==> config.mk <==
export PLATFORM = sky130hd
export DESIGN_NAME = single_wire_humidity_sensor_reader
export DESIGN_NICKNAME = d
export VERILOG_FILES = /design/src/sv/swhr_pkg.sv /design/src/sv/single_wire_humidity_sensor_reader.sv /design/src/sv/swhr_core.sv /design/src/sv/swhr_out_reg.sv
export SDC_FILE = /design/constraint.sdc
export NUM_CORES = 1
export LEC_CHECK = 0
export ABC_AREA = 0
export BUFFER_PORTS_ARGS = -buffer_cell sky130_fd_sc_hd__clkbuf_2
export CAP_MARGIN = 5
export CORE_ASPECT_RATIO = 1.25
export CORE_UTILIZATION = 55
export DETAILED_ROUTE_END_ITERATION = 7
export MAX_ROUTING_LAYER = met4
export PLACE_DENSITY = 0.73
export SLEW_MARGIN = 0
export SYNTH_ARGS = -nofsm -noshare
export SYNTH_HDL_FRONTEND = slang
export SYNTH_SLANG_ARGS = --single-unit
==> constraint.sdc <==
create_clock -name clk_i -period 4.65 [get_ports clk_i]
set_input_delay 0.465 -clock clk_i [delete_from_list [all_inputs] [get_ports clk_i]]
set_output_delay 0.465 -clock clk_i [all_outputs]
set_load 0.01 [all_outputs]
==> src/sv/swhr_pkg.sv <==
`timescale 1ns / 1ps
// ----------------------------------------------------------------------------
// swhr_pkg: shared types and constants of the single-wire sensor reader
// Item structs, counter widths, frame layout and register indexes.
// ----------------------------------------------------------------------------
package swhr_pkg;

  localparam int COUNT_WIDTH = 16;
  localparam int FRAME_BITS  = 40;
  localparam int CFG_WIDTH   = 16;
  localparam int WORD_WIDTH  = 16;
  localparam int CMP_WIDTH   = (COUNT_WIDTH > CFG_WIDTH) ? COUNT_WIDTH : CFG_WIDTH;
  localparam int BIT_IDX_W   = $clog2(FRAME_BITS + 1);

  localparam logic [COUNT_WIDTH-1:0] COUNT_MAX  = '1;
  localparam logic [COUNT_WIDTH-1:0] COUNT_ONE  = COUNT_WIDTH'(1);
  localparam logic [WORD_WIDTH-1:0]  ERR_WORD   = WORD_WIDTH'(99);
  localparam logic [CFG_WIDTH-1:0]   START_LOW_RESET = CFG_WIDTH'(19000);
  localparam logic [CFG_WIDTH-1:0]   TIMEOUT_RESET   = CFG_WIDTH'(500);

  // Register indexes of the configuration port
  localparam logic CFG_START_LOW_TICKS  = 1'b0;
  localparam logic CFG_RESPONSE_TIMEOUT = 1'b1;

  // Opcodes of an input item
  localparam logic OP_TICK  = 1'b0;
  localparam logic OP_START = 1'b1;

  typedef struct packed {
    logic opcode;
    logic line_level;
  } swhr_in_t;

  typedef struct packed {
    logic                  drive_low;
    logic                  busy_res;
    logic                  done_res;
    logic                  read_error;
    logic [WORD_WIDTH-1:0] humidity_raw;
    logic [WORD_WIDTH-1:0] temperature_raw;
  } swhr_out_t;

endpackage

==> src/sv/single_wire_humidity_sensor_reader.sv <==
`timescale 1ns / 1ps
// ----------------------------------------------------------------------------
// single_wire_humidity_sensor_reader: top level of the sensor reader
// Steps the read sequence once per timer tick or start item.
// ----------------------------------------------------------------------------
// Each input item is one timer tick with the sampled data line, or a start
// command. Every item gives exactly one result item: line drive, busy, a done
// pulse, the error flag and the held humidity and temperature words. The block
// takes one item per clock cycle; the result of an item shows in the result
// register on the next cycle. in_ready_o is high whenever the result register
// is empty or its item is taken in the same cycle, so a stalled consumer stops
// intake only while the result register is full. Configuration writes are
// taken in any cycle, with no wait.
module single_wire_humidity_sensor_reader (
  input  logic                           clk_i,
  input  logic                           rst_ni,
  input  logic                           in_valid_i,
  output logic                           in_ready_o,
  input  swhr_pkg::swhr_in_t             in_item_i,
  output logic                           out_valid_o,
  input  logic                           out_ready_i,
  output swhr_pkg::swhr_out_t            out_item_o,
  input  logic                           cfg_we_i,
  input  logic                           cfg_index_i,
  input  logic [swhr_pkg::CFG_WIDTH-1:0] cfg_data_i
);
  import swhr_pkg::*;

  logic      accept;
  logic      free;
  swhr_out_t result;

  // Advance the sequencer only on an accepted item
  assign in_ready_o = free;
  assign accept     = in_valid_i && free;

  swhr_core u_core (
    .clk_i       (clk_i),
    .rst_ni      (rst_ni),
    .accept_i    (accept),
    .item_i      (in_item_i),
    .cfg_we_i    (cfg_we_i),
    .cfg_index_i (cfg_index_i),
    .cfg_data_i  (cfg_data_i),
    .result_o    (result)
  );

  // Hold the result item apart from the input side
  swhr_out_reg u_out (
    .clk_i       (clk_i),
    .rst_ni      (rst_ni),
    .load_i      (accept),
    .result_i    (result),
    .free_o      (free),
    .out_valid_o (out_valid_o),
    .out_ready_i (out_ready_i),
    .out_item_o  (out_item_o)
  );

endmodule

==> src/sv/swhr_core.sv <==
`timescale 1ns / 1ps
// ----------------------------------------------------------------------------
// swhr_core: read sequencer of the single-wire sensor reader
// Holds phase, counters and result words; steps once per accepted item.
// ----------------------------------------------------------------------------
module swhr_core (
  input  logic                           clk_i,
  input  logic                           rst_ni,
  input  logic                           accept_i,
  input  swhr_pkg::swhr_in_t             item_i,
  input  logic                           cfg_we_i,
  input  logic                           cfg_index_i,
  input  logic [swhr_pkg::CFG_WIDTH-1:0] cfg_data_i,
  output swhr_pkg::swhr_out_t            result_o
);
  import swhr_pkg::*;

  typedef enum logic [2:0] {
    PH_IDLE, PH_START, PH_RESP_HIGH, PH_RESP_LOW, PH_RESP_END, PH_BIT_LOW, PH_BIT_HIGH
  } phase_e;

  phase_e                 phase_q, phase_d;
  logic [COUNT_WIDTH-1:0] tick_q, tick_d;
  logic [COUNT_WIDTH-1:0] calib_q, calib_d;
  logic [BIT_IDX_W-1:0]   bit_idx_q, bit_idx_d;
  logic [FRAME_BITS-1:0]  shift_q, shift_d;
  logic [WORD_WIDTH-1:0]  hum_q, hum_d;
  logic [WORD_WIDTH-1:0]  temp_q, temp_d;
  logic                   err_q, err_d;
  logic                   done;
  logic [CFG_WIDTH-1:0]   start_low_q;
  logic [CFG_WIDTH-1:0]   timeout_q;

  logic [COUNT_WIDTH-1:0] tick_sat;
  logic                   resp_expired;
  logic                   bit_one;
  logic [FRAME_BITS-1:0]  shift_next;
  logic [BIT_IDX_W-1:0]   bit_idx_next;

  // Saturating increment and the compares against the 16-bit registers
  assign tick_sat     = (tick_q != COUNT_MAX) ? tick_q + COUNT_ONE : tick_q;
  assign resp_expired = (CMP_WIDTH'(tick_q) >= CMP_WIDTH'(timeout_q)) ||
                        (tick_q == COUNT_MAX);
  assign bit_one      = tick_q > (calib_q >> 1);
  assign shift_next   = {shift_q[FRAME_BITS-2:0], bit_one};
  assign bit_idx_next = bit_idx_q + BIT_IDX_W'(1);

  always_comb begin
    phase_d   = phase_q;
    tick_d    = tick_q;
    calib_d   = calib_q;
    bit_idx_d = bit_idx_q;
    shift_d   = shift_q;
    hum_d     = hum_q;
    temp_d    = temp_q;
    err_d     = err_q;
    done      = 1'b0;
    if (item_i.opcode == OP_START) begin
      phase_d   = PH_START;
      tick_d    = '0;
      bit_idx_d = '0;
      shift_d   = '0;
    end else begin
      case (phase_q)
        PH_START: begin
          tick_d = tick_sat;
          if (CMP_WIDTH'(tick_sat) >= CMP_WIDTH'(start_low_q)) begin
            phase_d = PH_RESP_HIGH;
            tick_d  = '0;
          end
        end
        PH_RESP_HIGH, PH_RESP_LOW: begin
          if (item_i.line_level == (phase_q == PH_RESP_HIGH)) begin
            if (resp_expired) begin
              hum_d   = ERR_WORD;
              temp_d  = ERR_WORD;
              err_d   = 1'b1;
              phase_d = PH_IDLE;
              done    = 1'b1;
            end else begin
              tick_d = tick_q + COUNT_ONE;
            end
          end else if (phase_q == PH_RESP_HIGH) begin
            phase_d = PH_RESP_LOW;
          end else begin
            calib_d = tick_q;
            tick_d  = '0;
            phase_d = PH_RESP_END;
          end
        end
        PH_RESP_END: begin
          if (!item_i.line_level) phase_d = PH_BIT_LOW;
        end
        PH_BIT_LOW: begin
          if (item_i.line_level) begin
            tick_d  = '0;
            phase_d = PH_BIT_HIGH;
          end
        end
        PH_BIT_HIGH: begin
          if (item_i.line_level) begin
            tick_d = tick_sat;
          end else begin
            shift_d   = shift_next;
            bit_idx_d = bit_idx_next;
            if (bit_idx_next >= BIT_IDX_W'(FRAME_BITS)) begin
              hum_d     = shift_next[FRAME_BITS-1 -: WORD_WIDTH];
              temp_d    = shift_next[FRAME_BITS-WORD_WIDTH-1 -: WORD_WIDTH];
              err_d     = 1'b0;
              bit_idx_d = '0;
              phase_d   = PH_IDLE;
              done      = 1'b1;
            end else begin
              phase_d = PH_BIT_LOW;
            end
          end
        end
        default: phase_d = PH_IDLE;
      endcase
    end
  end

  assign result_o.drive_low       = (phase_d == PH_START);
  assign result_o.busy_res        = (phase_d != PH_IDLE);
  assign result_o.done_res        = done;
  assign result_o.read_error      = err_d;
  assign result_o.humidity_raw    = hum_d;
  assign result_o.temperature_raw = temp_d;

  always_ff @(posedge clk_i or negedge rst_ni) begin
    if (!rst_ni) begin
      phase_q     <= PH_IDLE;
      tick_q      <= '0;
      calib_q     <= '0;
      bit_idx_q   <= '0;
      shift_q     <= '0;
      hum_q       <= ERR_WORD;
      temp_q      <= ERR_WORD;
      err_q       <= 1'b0;
      start_low_q <= START_LOW_RESET;
      timeout_q   <= TIMEOUT_RESET;
    end else begin
      if (accept_i) begin
        phase_q   <= phase_d;
        tick_q    <= tick_d;
        calib_q   <= calib_d;
        bit_idx_q <= bit_idx_d;
        shift_q   <= shift_d;
        hum_q     <= hum_d;
        temp_q    <= temp_d;
        err_q     <= err_d;
      end
      if (cfg_we_i) begin
        case (cfg_index_i)
          CFG_START_LOW_TICKS:  start_low_q <= cfg_data_i;
          CFG_RESPONSE_TIMEOUT: timeout_q   <= cfg_data_i;
          default: ;
        endcase
      end
    end
  end

endmodule

==> src/sv/swhr_out_reg.sv <==
`timescale 1ns / 1ps
// ----------------------------------------------------------------------------
// swhr_out_reg: result register of the single-wire sensor reader
// Holds one result item until the consumer takes it.
// ----------------------------------------------------------------------------
module swhr_out_reg (
  input  logic                clk_i,
  input  logic                rst_ni,
  input  logic                load_i,
  input  swhr_pkg::swhr_out_t result_i,
  output logic                free_o,
  output logic                out_valid_o,
  input  logic                out_ready_i,
  output swhr_pkg::swhr_out_t out_item_o
);
  import swhr_pkg::*;

  logic      valid_q;
  swhr_out_t data_q;

  // Take a new item when empty or when the held one leaves this cycle
  assign free_o      = !valid_q || out_ready_i;
  assign out_valid_o = valid_q;
  assign out_item_o  = data_q;

  always_ff @(posedge clk_i or negedge rst_ni) begin
    if (!rst_ni) begin
      valid_q <= 1'b0;
    end else if (load_i) begin
      valid_q <= 1'b1;
    end else if (out_ready_i) begin
      valid_q <= 1'b0;
    end
  end

  always_ff @(posedge clk_i) begin
    if (load_i) data_q <= result_i;
  end

endmodule

; Word-level counts from Yosys, hierarchy flattened
; Index checks and enable logic that the tools add are counted.
[totals]
ff_bits = 182
input_bits = 24
out_inout_bits = 38
elab_cells = 107
[classes]
addsub = 2
magnitude_cmp = 4
eq_ne = 15
muxes = 51
bitwise = 4
reduce_logical = 14
[ops]
columns = op, count
row1 = $mux W16, 18
row2 = $mux W39, 3
row3 = $pmux W16 S2, 2
row4 = $pmux W16 S4, 1
row5 = $ge A16 B16 Y1, 2
row6 = $mux W3, 9
row7 = $mux W6, 4
row8 = $add A16 B1 Y16 const B, 1
row9 = $eq A16 B16 Y1 const B, 1
row10 = $gt A16 B15 Y1, 1
row11 = $ne A16 B16 Y1 const B, 1
row12 = $pmux W3 S5, 1
row13 = $mux W1, 11
row14 = $eq A3 B3 Y1 const B, 3
row15 = $ne A4 B4 Y1 const B, 2
row16 = $add A6 B1 Y6 const B, 1
row17 = $eq A3 B1 Y1 const B, 2
row18 = $eq A3 B2 Y1 const B, 2
row19 = $ge A6 B6 Y1 const B, 1
row20 = $ne A3 B3 Y1 const B, 2
row21 = $reduce_and A6 Y1, 1
row22 = $reduce_and A5 Y1, 1
row23 = $reduce_bool A5 Y1, 1
row24 = $not A1 Y1, 4
row25 = other kinds (11), 15

; Longest topological paths before layout
[depth]
depth_word = 7
ltp_mapped = 15
depth_no_buf = 14

; By module
; A second synthesis with hierarchy kept.
[hier_totals]
cells_unflattened = 847
hier_area_um2 = 9096.2
[by_module_without_submodules]
columns = module, instances, cells_per_inst, area_per_inst_um2, seq_area_each_um2
row1 = swhr_core, 1, 807, 7961.4, 3628.5
row2 = swhr_out_reg, 1, 39, 1128.6, 1106.1
row3 = single_wire_humidity_sensor_reader, 1, 1, 6.3, 0.0

; Least setup slack after synthesis
; No wires, ideal clock.
[synth_timing]
path_kind = register -> register
from = register u_core.tick_q[5]
to = register u_out.data_q (netlist bit u_out.out_item_o[34]), data pin
setup_ns = 0.278
arrival_ns = 3.017
required_ns = 4.372
path_slack_ns = 1.355
stages_incl_launch_ff = 13
path_buffers = 0
period_less_slack_ns = 3.295
cell_sequence = dfrtp_1 nand3_2 nor3_1 and2_1 nand3_1 xor2_1 nand2_1 ha_1 nand2_1 o21ai_0 and2b_1 a2111oi_2 o211ai_1
[synth_rtl]
columns = item, line
row1 = start: declaration, swhr_core.sv:23  ; logic [COUNT_WIDTH-1:0] tick_q, tick_d;
row2 = start signal: assignment, swhr_core.sv:145  ; tick_q <= tick_d;
row3 = end signal: assignment, swhr_out_reg.sv:37  ; if (load_i) data_q <= result_i;
row4 = end: declaration, swhr_out_reg.sv:19  ; swhr_out_t data_q;

; Worst setup path in the final report
[layout_timing]
from = register u_core.tick_q[2]
to = register u_core.tick_q[1]
[layout_between]
elab_chain_cells = 6
elab_cells_between_ends = 13
classes_between = add/sub: 1 / order compare: 2 / eq/ne: 3 / mux: 5 / reduce/logical: 2
[layout_rtl]
columns = item, line
row1 = $add A16 B1 Y16 / $ne A16 B16 Y1 (equally long branches), swhr_core.sv:41  ; assign tick_sat = (tick_q != COUNT_MAX) ? tick_q + COUNT_ONE : tick_q;
row2 = $mux W16, swhr_core.sv:41
row3 = $ge A16 B16 Y1, swhr_core.sv:67  ; if (CMP_WIDTH'(tick_sat) >= CMP_WIDTH'(start_low_q)) begin
row4 = $mux W16, swhr_core.sv:67
row5 = $pmux W16 S4, swhr_core.sv:64  ; case (phase_q)
row6 = $mux W16, swhr_core.sv:58  ; if (item_i.opcode == OP_START) begin
; Parallel ways exist; a longest one is shown, timed or not. The select of a mux whose other input is x is not followed.
; A chain may end at the register's enable or synchronous reset.

==> flow_summary.json <==
{
  "post_cts.resized_instances": 0,
  "setup.worst_path.start_class": "flop",
  "htreeDepth": 4,
  "post-layout-total-power_mw": 3.59,
  "timing.reg2reg.worst_path_depth": 12,
  "layout.cells.non_filler": 1140,
  "place_congestion": 0.878,
  "ys_seq_elements": 181,
  "final_antenna_net_count": 0,
  "timing.final.hold_violations": 0,
  "clk_root_buffer_cell": "sky130_fd_sc_hd__clkbuf_16",
  "core-area_mm2": 0.0163,
  "ys.flop_type": "sky130_fd_sc_hd__dfrtp_1",
  "cell_variety_after_synth": 70,
  "maxCapViolCount": 0,
  "max_freq_ghz": 0.257,
  "detailedRoute.firstIterationViolations": 557,
  "num-nets-final": 987,
  "placement_rows": 52,
  "postSynthCellCount": 872,
  "drv_slew": 0,
  "floorplan.die_area_mm2": 0.0174,
  "fin_area_mm2": 0.0103,
  "placed_instance_count": 1108,
  "layout-area-overhead-vs-synth_pct": 10.9,
  "ff2ff_setup_slack_ns": 0.76,
  "critical-path-max-stage-delay_ns": 0.54,
  "place.port_buffers": 61,
  "first_pass_grt_wire_length_um": 32600,
  "irDropWorstVdd_v": 0.000241,
  "synth_top_cell_area_share_pct": 33.7,
  "design.portCount": 62,
  "worst_skew_pair.late_latency_ns": 0.44,
  "r2r-end": "u_core.tick_q[1]$_DFFE_PN0P_",
  "global_route.usage.total_pct": 24.6,
  "layout_worst_path_cycle_share_pct": 83.7,
  "max-clock-path-buffers": 2,
  "dr_total_vias": 6746,
  "post-place-ws_ns": 0.840,
  "mostFrequentLayoutCells": "125 x sky130_fd_sc_hd__dfrtp_1, 124 x sky130_fd_sc_hd__nand2_1, 67 x sky130_fd_sc_hd__a22o_1",
  "yosys_warnings": 0,
  "hold_path_class": "in2async",
  "cts-buffers-inserted": 17,
  "drt-vias-per-instance": 5.92,
  "drt_first_pass_iters": 5,
  "async_flop_share_pct": 80.1,
  "rr_startpoint": "u_core.tick_q[2]$_DFFE_PN0P_",
  "setup_ws_ns": 0.758,
  "dpl_cell_area_mm2": 0.00969,
  "run_status": "completed",
  "worst_clock_skew_ns": 0.00993,
  "power.density_cell_area_mw_per_mm2": 348,
  "cts_post_setup_buffers_inserted": 0,
  "final.hold.worst_slack_ns": 0.106,
  "die_height_um": 147,
  "critical_path.endpoint_type": "flop",
  "worst_ep_arrival_time_ns": 4.19,
  "worst_path_max_delay_cell": "sky130_fd_sc_hd__dfrtp_1",
  "grt_setup_unrepaired": "false",
  "chipWidth_um": 118,
  "syn_area_per_cell_um2": 10.6,
  "critical_path_class": "reg2reg",
  "ys_seq_area_share_pct": 51.0,
  "route.detailed.drc": 0,
  "relSlewSlack_pct": 31.2,
  "initial_antenna_violation_count": 0,
  "leading_cell_type_in_the_layout_fill_and_taps_excluded": "sky130_fd_sc_hd__dfrtp_1",
  "tightest_slew_ns": 1.03,
  "worstPathCellList": "nand3_1, nor3_1, and2_1, nand3_1, xor2_1, nand2_1, ha_1, nand2_1, o21ai_0, and2b_1, o211ai_2, o21ai_0",
  "cp_data_required_time_ns": 4.94,
  "holdBufCountCts": 0,
  "grt_overflow": 0,
  "tritoncts_clock_tree": "built",
  "synth.area.top_cells": "sky130_fd_sc_hd__dfrtp_1 34%, sky130_fd_sc_hd__edfxtp_1 12%, sky130_fd_sc_hd__ha_1 7.0%",
  "synth.largest_area_cell": "sky130_fd_sc_hd__dfrtp_1",
  "clkSlewWorstSetupHoldPaths_ns": 0.07,
  "detail_route.wirelength_um": 19500,
  "postLayoutCoreUtil_pct": 63.0,
  "ratio_of_cells_with_drive_above_1_in_the_final_layout_pct": 20.0,
  "total_leakage_power_nw": 4.90,
  "critical_path.startpoint": "u_core.tick_q[2]$_DFFE_PN0P_",
  "maximum_number_of_pins_on_one_net_before_global_route_repair": 100,
  "postSynthNetCount": 948,
  "setup_total_negative_slack_ns": 0,
  "crit_fanout": 11,
  "insertedDiodeCount": 0,
  "synth_edf_count": 36,
  "fin_crit_ns": 3.89,
  "syn_area_mm2": 0.00928,
  "finalSetupViolCount": 0,
  "wl_per_cell_um": 17.1,
  "initial_core_util_pct": 56.8,
  "grt_pass1_vias": 6535,
  "clock_sink_count": 181,
  "hpwl_um": 13300
}
[cell usage after synthesis (all sizes together) (3+ instances only)]
| cell | count |
|---|---|
| dfrtp | 125 |
| nand2 | 125 |
| a22o | 68 |
| inv | 59 |
| ha | 52 |
| o21ai | 50 |
| mux2 | 40 |
| edfxtp | 36 |
| nand4 | 31 |
| nor2 | 30 |
| a21oi | 29 |
| buf | 27 |
| clkbuf | 25 |
| nand3 | 25 |
| dfstp | 20 |
| nand2b | 12 |
| nor3 | 12 |
| xnor2 | 11 |
| o2bb2ai | 10 |
| and3 | 9 |
| a21o | 8 |
| and2 | 5 |
| o211ai | 5 |
| xor2 | 5 |
| a31oi | 4 |
| nor4 | 4 |
| o21a | 4 |
| o31ai | 4 |
| a2111oi | 3 |
| a31o | 3 |
| o221ai | 3 |
| o41ai | 3 |
[worst max path at each step]
stage | slack (ns) | depth (start not counted) | end
finish | 0.76 | 12 | u_core.tick_q[1]$_DFFE_PN0P_
global route | 0.43 | 12 | u_core.tick_q[1]$_DFFE_PN0P_
CTS | 0.81 | 12 | u_core.tick_q[1]$_DFFE_PN0P_
detailed placement | 0.84 | 12 | u_core.tick_q[1]$_DFFE_PN0P_
global placement | 0.88 | 12 | u_core.tick_q[1]$_DFFE_PN0P_
floorplan | 1.36 | 12 | u_out.out_item_o[34]$_DFFE_PP_
[flip-flops by register name, indices dropped and copies added, names as in the netlist, 15 cells and up]
signal and flops:
u_out.out_item_o 36, u_core.temp_q 16, u_core.hum_q 16, u_core.shift_q 39, u_core.timeout_q 16, u_core.calib_q 15
u_core.tick_q 16, u_core.start_low_q 16
[critical path: cells and delay by family, from the launching register on]
family | cells | cell delay, ns
AOI/OAI and AO/OA | 3 | 1.16
and+or+nand+nor | 7 | 1.56
DFF | 1 | 0.54
xor gates and xnor gates | 1 | 0.17
adders and majority gates | 1 | 0.32
[routing by layer]
metal / up-vias / global-route usage [%] / share of wire [%] / wire length [um]
met4: 0 / 11.0 / 3.6 / 710
li1: 3236 / - / - / -
met3: 44 / 4.85 / 3.2 / 631
met2: 155 / 40.1 / 50 / 9830
met1: 3311 / 29.7 / 43 / 8300
met5: - / - / 0 / 0
[cell type report]
cell class | count | area [um2]
clock buffer | 18 | 439
clock inverter | 14 | 166
fill | 1328 | 6040
inverter | 59 | 221
multi-input combinational | 580 | 4070
sequential | 181 | 4730
tap | 216 | 270
timing repair buffer | 72 | 394
[power by group]
group	switching (mW)	internal (mW)	total, mW	leakage [nW]
Sequential	0.0485	1.70	1.74	2.26
Combinational	0.242	0.151	0.394	2.35
Clock	0.669	0.779	1.45	0.294
Total	0.960	2.63	3.59	4.90
[cells by family after synthesis]
| kind of cell | Yosys count | synth area share [%] |
|---|---|---|
| DFF | 181 | 51.0 |
| adders and majority gates | 52 | 7.01 |
| xor gates and xnor gates | 16 | 1.51 |
| AOI/OAI and AO/OA | 214 | 16.9 |
| buffers and inverters | 111 | 5.20 |
| and+or+nand+nor | 258 | 13.5 |
| muxes | 40 | 4.85 |
(Power assumes the default switching activity.)
